--- config.mk ---
export PLATFORM = sky130hd
export DESIGN_NAME = binary_to_decimal_ascii_unit
export DESIGN_NICKNAME = d
export VERILOG_FILES = /design/src/hdl/b2da_pkg.sv /design/src/hdl/binary_to_decimal_ascii_unit.sv
export SDC_FILE = /design/constraint.sdc
export NUM_CORES = 2
export LEC_CHECK = 0
export ABC_AREA = 1
export BUFFER_PORTS_ARGS = -buffer_cell sky130_fd_sc_hd__buf_2
export CAP_MARGIN = 10
export CORE_MARGIN = 2
export CORE_UTILIZATION = 35
export CTS_CLUSTER_DIAMETER = 100
export DETAILED_ROUTE_END_ITERATION = 7
export PLACE_DENSITY = 0.56
export SLEW_MARGIN = 0
export SYNTH_ARGS = -nofsm -noshare
export SYNTH_HDL_FRONTEND = slang
export SYNTH_SLANG_ARGS = --single-unit
--- constraint.sdc ---
create_clock -name i_clk -period 79.2 [get_ports i_clk]
set_clock_uncertainty 0.1 [all_clocks]
set_input_delay 23.76 -clock i_clk [delete_from_list [all_inputs] [get_ports i_clk]]
set_output_delay 23.76 -clock i_clk [all_outputs]
set_load 0.02 [all_outputs]
--- src/hdl/b2da_pkg.sv ---
// Package for the binary to decimal ASCII unit.
// Holds shared widths, character codes and the BCD digit correction function.
// No dependencies.
package b2da_pkg;

    localparam int DEFAULT_VALUE_BITS = 64;
    localparam int BITS_PER_STAGE     = 4;
    localparam int CHAR_BITS          = 6;
    localparam int DIGIT_BITS         = 4;

    localparam logic [CHAR_BITS-1:0] ASCII_ZERO  = 6'd48;
    localparam logic [CHAR_BITS-1:0] ASCII_MINUS = 6'd45;
    localparam logic [CHAR_BITS-1:0] ASCII_NINE  = 6'd57;

    // Double dabble correction: a digit of five or more gets three added
    // before the shift so that it carries correctly into the next digit.
    function automatic logic [DIGIT_BITS-1:0] add3(input logic [DIGIT_BITS-1:0] d);
        add3 = (d >= 4'd5) ? d + 4'd3 : d;
    endfunction

endpackage

--- src/hdl/binary_to_decimal_ascii_unit.sv ---
// Throughput: one character per cycle at the output while the receiver is ready; a number has
// 1 to 20 characters at 64 bits, and the serializer walks the digits of one number at a time.
// Reset (synchronous, active low) clears every valid bit in the pipeline, the serializer and the
// output register; payload registers are not reset.
//
// Top level of the binary to decimal ASCII unit: input sign/magnitude stage, a double dabble
// pipeline, a leading digit search stage, a character serializer and an output register.
// Depends on b2da_pkg.
module binary_to_decimal_ascii_unit #(
    parameter int VALUE_BITS = b2da_pkg::DEFAULT_VALUE_BITS
) (
    input  logic                           i_clk,
    input  logic                           i_rst_n,
    // Input channel.
    input  logic                           i_valid,
    output logic                           o_ready,
    input  logic signed [63:0]             i_value,
    // Output channel.
    output logic                           o_valid,
    input  logic                           i_ready,
    output logic [b2da_pkg::CHAR_BITS-1:0] o_text_char,
    output logic                           o_last_char
);

    // Number of pipeline stages in the double dabble section, each doing up to four bit steps.
    localparam int BPS   = b2da_pkg::BITS_PER_STAGE;
    localparam int NST   = (VALUE_BITS + BPS - 1) / BPS;
    // Decimal digits of the largest magnitude, 2^(VALUE_BITS-1).
    localparam int NDIG  = ((VALUE_BITS - 1) * 30103) / 100000 + 1;
    localparam int DW    = b2da_pkg::DIGIT_BITS;
    localparam int BCD_W = NDIG * DW;
    localparam int IDX_W = (NDIG > 1) ? $clog2(NDIG) : 1;
    localparam int LAST  = NST + 1;

    // Pipeline valid bits travel with the data. Stage 0 holds the magnitude, stages 1..NST hold
    // partial double dabble results, and stage LAST holds the finished BCD plus leading index.
    logic                  r_pv   [0:LAST];
    logic [BCD_W-1:0]      r_bcd  [0:NST];
    logic [VALUE_BITS-1:0] r_bin  [0:NST];
    logic                  r_neg  [0:NST];

    logic [BCD_W-1:0]      r_lbcd;
    logic                  r_lneg;
    logic [IDX_W-1:0]      r_lidx;

    // Serializer: holds one number while its characters are emitted.
    logic                  r_sv;
    logic [BCD_W-1:0]      r_sbcd;
    logic                  r_sneg;
    logic [IDX_W-1:0]      r_sidx;

    // Output register.
    logic                           r_out_valid;
    logic [b2da_pkg::CHAR_BITS-1:0] r_out_char;
    logic                           r_out_last;

    logic                           w_emit;
    logic                           w_fin;
    logic                           w_load;
    logic                           w_adv;
    logic [VALUE_BITS-1:0]          w_raw;
    logic [VALUE_BITS-1:0]          w_mag;
    logic [IDX_W-1:0]               n_lidx;
    logic [DW-1:0]                  w_digit;
    logic [b2da_pkg::CHAR_BITS-1:0] n_char;
    logic                           n_last;

    // A character moves into the output register when it is empty or being drained this cycle.
    assign w_emit = r_sv && (!r_out_valid || i_ready);
    // The serializer finishes a number when it emits the units digit.
    assign w_fin  = w_emit && !r_sneg && (r_sidx == '0);
    assign w_load = r_pv[LAST] && (!r_sv || w_fin);
    // The whole pipeline moves together; it only stops when its last stage is full and blocked.
    assign w_adv  = !r_pv[LAST] || w_load;
    assign o_ready = w_adv;

    // Input stage: sign and magnitude. The most negative value negates onto itself, which read
    // as unsigned is exactly 2^(VALUE_BITS-1).
    assign w_raw = i_value[VALUE_BITS-1:0];
    assign w_mag = w_raw[VALUE_BITS-1] ? (~w_raw + VALUE_BITS'(1)) : w_raw;

    always_ff @(posedge i_clk) begin
        if (!i_rst_n) begin
            for (int k = 0; k <= LAST; k++) begin
                r_pv[k] <= 1'b0;
            end
        end else if (w_adv) begin
            r_pv[0] <= i_valid;
            for (int k = 1; k <= LAST; k++) begin
                r_pv[k] <= r_pv[k-1];
            end
        end
    end

    always_ff @(posedge i_clk) begin
        if (w_adv) begin
            r_bin[0] <= w_mag;
            r_bcd[0] <= '0;
            r_neg[0] <= w_raw[VALUE_BITS-1];
        end
    end

    // Double dabble stages: each shifts up to four magnitude bits into the BCD register,
    // correcting every digit before each shift.
    for (genvar s = 0; s < NST; s++) begin : g_dabble
        logic [BCD_W-1:0]      w_bcd;
        logic [VALUE_BITS-1:0] w_bin;

        always_comb begin
            w_bcd = r_bcd[s];
            w_bin = r_bin[s];
            for (int j = 0; j < BPS; j++) begin
                if (s * BPS + j < VALUE_BITS) begin
                    for (int d = 0; d < NDIG; d++) begin
                        w_bcd[d*DW +: DW] = b2da_pkg::add3(w_bcd[d*DW +: DW]);
                    end
                    w_bcd = {w_bcd[BCD_W-2:0], w_bin[VALUE_BITS-1]};
                    w_bin = {w_bin[VALUE_BITS-2:0], 1'b0};
                end
            end
        end

        always_ff @(posedge i_clk) begin
            if (w_adv) begin
                r_bcd[s+1] <= w_bcd;
                r_bin[s+1] <= w_bin;
                r_neg[s+1] <= r_neg[s];
            end
        end
    end

    // Leading digit search: the highest nonzero digit starts the text; zero starts at the units.
    always_comb begin
        n_lidx = '0;
        for (int d = 0; d < NDIG; d++) begin
            if (r_bcd[NST][d*DW +: DW] != '0) begin
                n_lidx = IDX_W'(d);
            end
        end
    end

    always_ff @(posedge i_clk) begin
        if (w_adv) begin
            r_lbcd <= r_bcd[NST];
            r_lneg <= r_neg[NST];
            r_lidx <= n_lidx;
        end
    end

    // Serializer: the minus sign goes first, then digits from the leading one down to the units.
    assign w_digit = r_sbcd[r_sidx*DW +: DW];

    always_comb begin
        if (r_sneg) begin
            n_char = b2da_pkg::ASCII_MINUS;
            n_last = 1'b0;
        end else begin
            n_char = b2da_pkg::ASCII_ZERO + {{(b2da_pkg::CHAR_BITS - DW){1'b0}}, w_digit};
            n_last = (r_sidx == '0);
        end
    end

    always_ff @(posedge i_clk) begin
        if (!i_rst_n) begin
            r_sv <= 1'b0;
        end else if (w_load) begin
            r_sv <= 1'b1;
        end else if (w_fin) begin
            r_sv <= 1'b0;
        end
    end

    always_ff @(posedge i_clk) begin
        if (w_load) begin
            r_sbcd <= r_lbcd;
            r_sneg <= r_lneg;
            r_sidx <= r_lidx;
        end else if (w_emit) begin
            if (r_sneg) begin
                r_sneg <= 1'b0;
            end else if (r_sidx != '0) begin
                r_sidx <= r_sidx - IDX_W'(1);
            end
        end
    end

    // Output register: a character waits here until its transfer completes.
    always_ff @(posedge i_clk) begin
        if (!i_rst_n) begin
            r_out_valid <= 1'b0;
        end else if (w_emit) begin
            r_out_valid <= 1'b1;
        end else if (i_ready) begin
            r_out_valid <= 1'b0;
        end
    end

    always_ff @(posedge i_clk) begin
        if (w_emit) begin
            r_out_char <= n_char;
            r_out_last <= n_last;
        end
    end

    assign o_valid     = r_out_valid;
    assign o_text_char = r_out_char;
    assign o_last_char = r_out_last;

    // Every character shown is a minus sign or a decimal digit.
    a_char_range: assert property (@(posedge i_clk) disable iff (!i_rst_n)
        o_valid |-> (o_text_char == b2da_pkg::ASCII_MINUS ||
                     (o_text_char >= b2da_pkg::ASCII_ZERO &&
                      o_text_char <= b2da_pkg::ASCII_NINE)))
        else $error("character outside the minus and digit codes");

    // A minus sign always has digits after it.
    a_minus_not_last: assert property (@(posedge i_clk) disable iff (!i_rst_n)
        (o_valid && o_text_char == b2da_pkg::ASCII_MINUS) |-> !o_last_char)
        else $error("minus sign flagged as last character");

    // With the serializer empty, the pipeline can never be blocked.
    a_empty_serializer_ready: assert property (@(posedge i_clk) disable iff (!i_rst_n)
        !r_sv |-> o_ready)
        else $error("input blocked while serializer is empty");

    // A busy serializer only takes a new number as it emits the last character of the previous one.
    a_load_after_last: assert property (@(posedge i_clk) disable iff (!i_rst_n)
        (r_sv && w_load) |-> (n_last && w_emit))
        else $error("serializer reloaded before the last character");

endmodule

==> metrics.txt <==
DRC viols=0; GR Overflow Total=0; EDFF count, synth=1452; Crit path required time=55.34 ns; setup ws final=29.70 ns; global placement routability congestion=0.786; yosys warns=0; WP buf/inv=5; slowest stage delay, CP=0.37 ns; via/cell ratio=4.54; clock slew at reported path FFs=0.05 ns; crit path max fanout=102; Tightest Hold Check Type=reg2reg; cell accounting for the most synthesized area=edfxtp_1; worst-margin pin slew=1.04 ns; Worst path slowest cell=buf_2; Seq/Total Area, Yosys=40.0%; clock sinks=1454; CTS tree=yes; final setup vio count=0; hold path depth=0; CP endpoint kind=primary output; CP top delay family=buffers and inverters; critical path class=in2out; setup TNS=0 ns; die area=317000 um2; DR WL/cell=9.72 um; post-synthesis cell type count=59; share of cells above drive strength 1=7.16%; CP Cell Sequence=buf_2 -> nor2_1 -> inv_1 -> a21oi_1 -> inv_1 -> nor2_1 -> inv_8 -> buf_2; vias in the first global route=81120; most common cell after layout, fill and taps aside=nand2_1; fmax=20.2 MHz; Layout Nets=15759; number of port buffers=75; Post-CTS Setup Inserts=0; cell count along the critical path=8; Fin. Hold Viols=0; post-synthesis cell count=14818; Starting DRT DRC Count=3584; largest net degree at the start of global routing=189; total CTS buffers=183; initial antenna violation count=9; root buffer cell=clkbuf_16; H-tree depth=4; Area growth, synth to finish=10.6%; top cells by area, synth=edfxtp_1 40%, nand2_1 19%, inv_1 8.9%; Post-DP HPWL=143000 um; commonest non-fill, non-tap cells in the layout=5564 x nand2_1, 2579 x inv_1, 1639 x nand3_1; Die Height=563 um; Max-slew headroom=30.9%; synthesis-stage register bit count=1454; DR vias=87853; Max Buffers Root-to-Sink=4; first-pass GRT wire length=337000 um; Max Cap Viol=0; hold slack=0.303 ns; final WL=188000 um; iteration count of the initial detailed-routing pass=6; Avg Synthesized Cell Area=7.37 um2; antenna-violating nets left=0; row count=205; setup slack after placement=29.69 ns; Mapped Nets=15498; I/O Pins=77; FFs w/ async S/R, synth=0%; latest clock arrival within the worst-skew pair=0.88 ns; startpoint types=primary input; Max Slew Vio Count=0; time the worst path needs with I/O delays and setup=49.50 ns; Post-CTS Resized=0; final period utilization=62.5%; cts hold-fix bufs=0; status=completed; Fill cells=31849; top cell type's share of synthesized area=39.9%; Synth Cell Area=109000 um2; initial core utilization=35.1%; reg2reg path depth=16; core area=311000 um2; Die X=563 um; total track usage=11.9%; prevailing post-synth register cell=edfxtp_1; Critical Path AT=25.64 ns; unrepaired setup endpoints after global routing=no
per-layer routing:
metal  track usage (%)  up-vias  wire length, um
li1                  -    48834                -
met1              14.1    38268            86900
met2              22.4      514            92200
met3              1.72      237             5400
met4              2.68        0             3720
met5                 0        -                0
per-stage QoR:
| step | cell area (um2) | instances | utilization [%] |
|---|---|---|---|
| after global placement | 115000 | 19034 | 36.9 |
| after floorplan | 109000 | 14818 | - |
| after global routing | 121000 | 19357 | 38.8 |
| after CTS | 121000 | 19356 | 38.8 |
| final | 121000 | 19357 | 38.8 |
| after detailed placement | 115000 | 19034 | 36.9 |
synth_stat cells, drive strengths merged, types with 2 or more instances:
library cell and number:
or2 15, o31ai 3, a21boi 14, o22ai 20
clkbuf 18, nor3 24, nand2 5971, a21o 103
a31oi 4, nand3b 75, o21bai 45, edfxtp 1452
ha 612, a21oi 115, and2 98, a31o 28
dfxtp 2, nor4 21, o21a 7, xnor2 51
xor2 280, nand3 1811, nor2 312, o211ai 18
o21ai 593, inv 2595, o221ai 4, a22oi 3
nand4 511, buf 5, a211oi 3
cell type report:
cell class | count | area [um2] | share of cell area [%]
timing repair buffer | 99 | 581 | 0.480
clock buffer | 206 | 4690 | 3.88
tap | 4140 | 5180 | 4.29
sequential | 1454 | 43600 | 36.1
multi-input combinational | 10746 | 55800 | 46.1
inverter | 2595 | 9750 | 8.07
clock inverter | 116 | 1250 | 1.03
antenna | 1 | 2.50 | 0.00207
kinds of logic after synthesis:
group / after synthesis / share of synthesized area (%)
buffers and inverters: 2618 / 9.00
other: 1 / 0.00343
DFF: 1454 / 40.0
adders and majority gates: 612 / 7.01
xor gates and xnor gates: 331 / 2.81
AOI/OAI and AO/OA: 960 / 5.18
and+or+nand+nor: 8842 / 36.0
flip-flops by register name (all words and copies together), names as in the netlist:
| signal | count |
|---|---|
| o_last_char | 1 |
| o_text_char | 5 |
| o_valid | 1 |
| r_bcd | 703 |
| r_bin | 544 |
| r_lbcd | 76 |
| r_lidx | 5 |
| r_lneg | 1 |
| r_neg | 17 |
| r_pv | 18 |
| r_sbcd | 76 |
| r_sidx | 5 |
| r_sneg | 1 |
| r_sv | 1 |
worst reg2reg max path, cell delays in order, from the launching register on:
cell and delay [ns]:
edfxtp_1 0.68, inv_1 0.64, ha_1 0.32, inv_1 0.06, nor3_1 0.16, inv_1 0.11, nor2_1 0.15, a21oi_1 0.13
inv_1 0.10, nor2_1 0.11, inv_8 0.51, buf_12 0.91, buf_4 0.72, buf_4 0.70, buf_4 0.73, buf_4 0.92
buf_4 0.98
worst paths after layout:
check,start,end,slack (ns)
worst min-delay path,r_bin[0][295],r_bin[0][363],0.30
worst min register to register,r_bin[0][295],r_bin[0][363],0.30
worst max-delay path,i_ready,o_ready,29.70
worst max register to register,r_sidx[1],r_bin[0][21],70.74
Power is not shown: default switching activity piles up to over one toggle a cycle in this logic, so the estimate is an artifact.
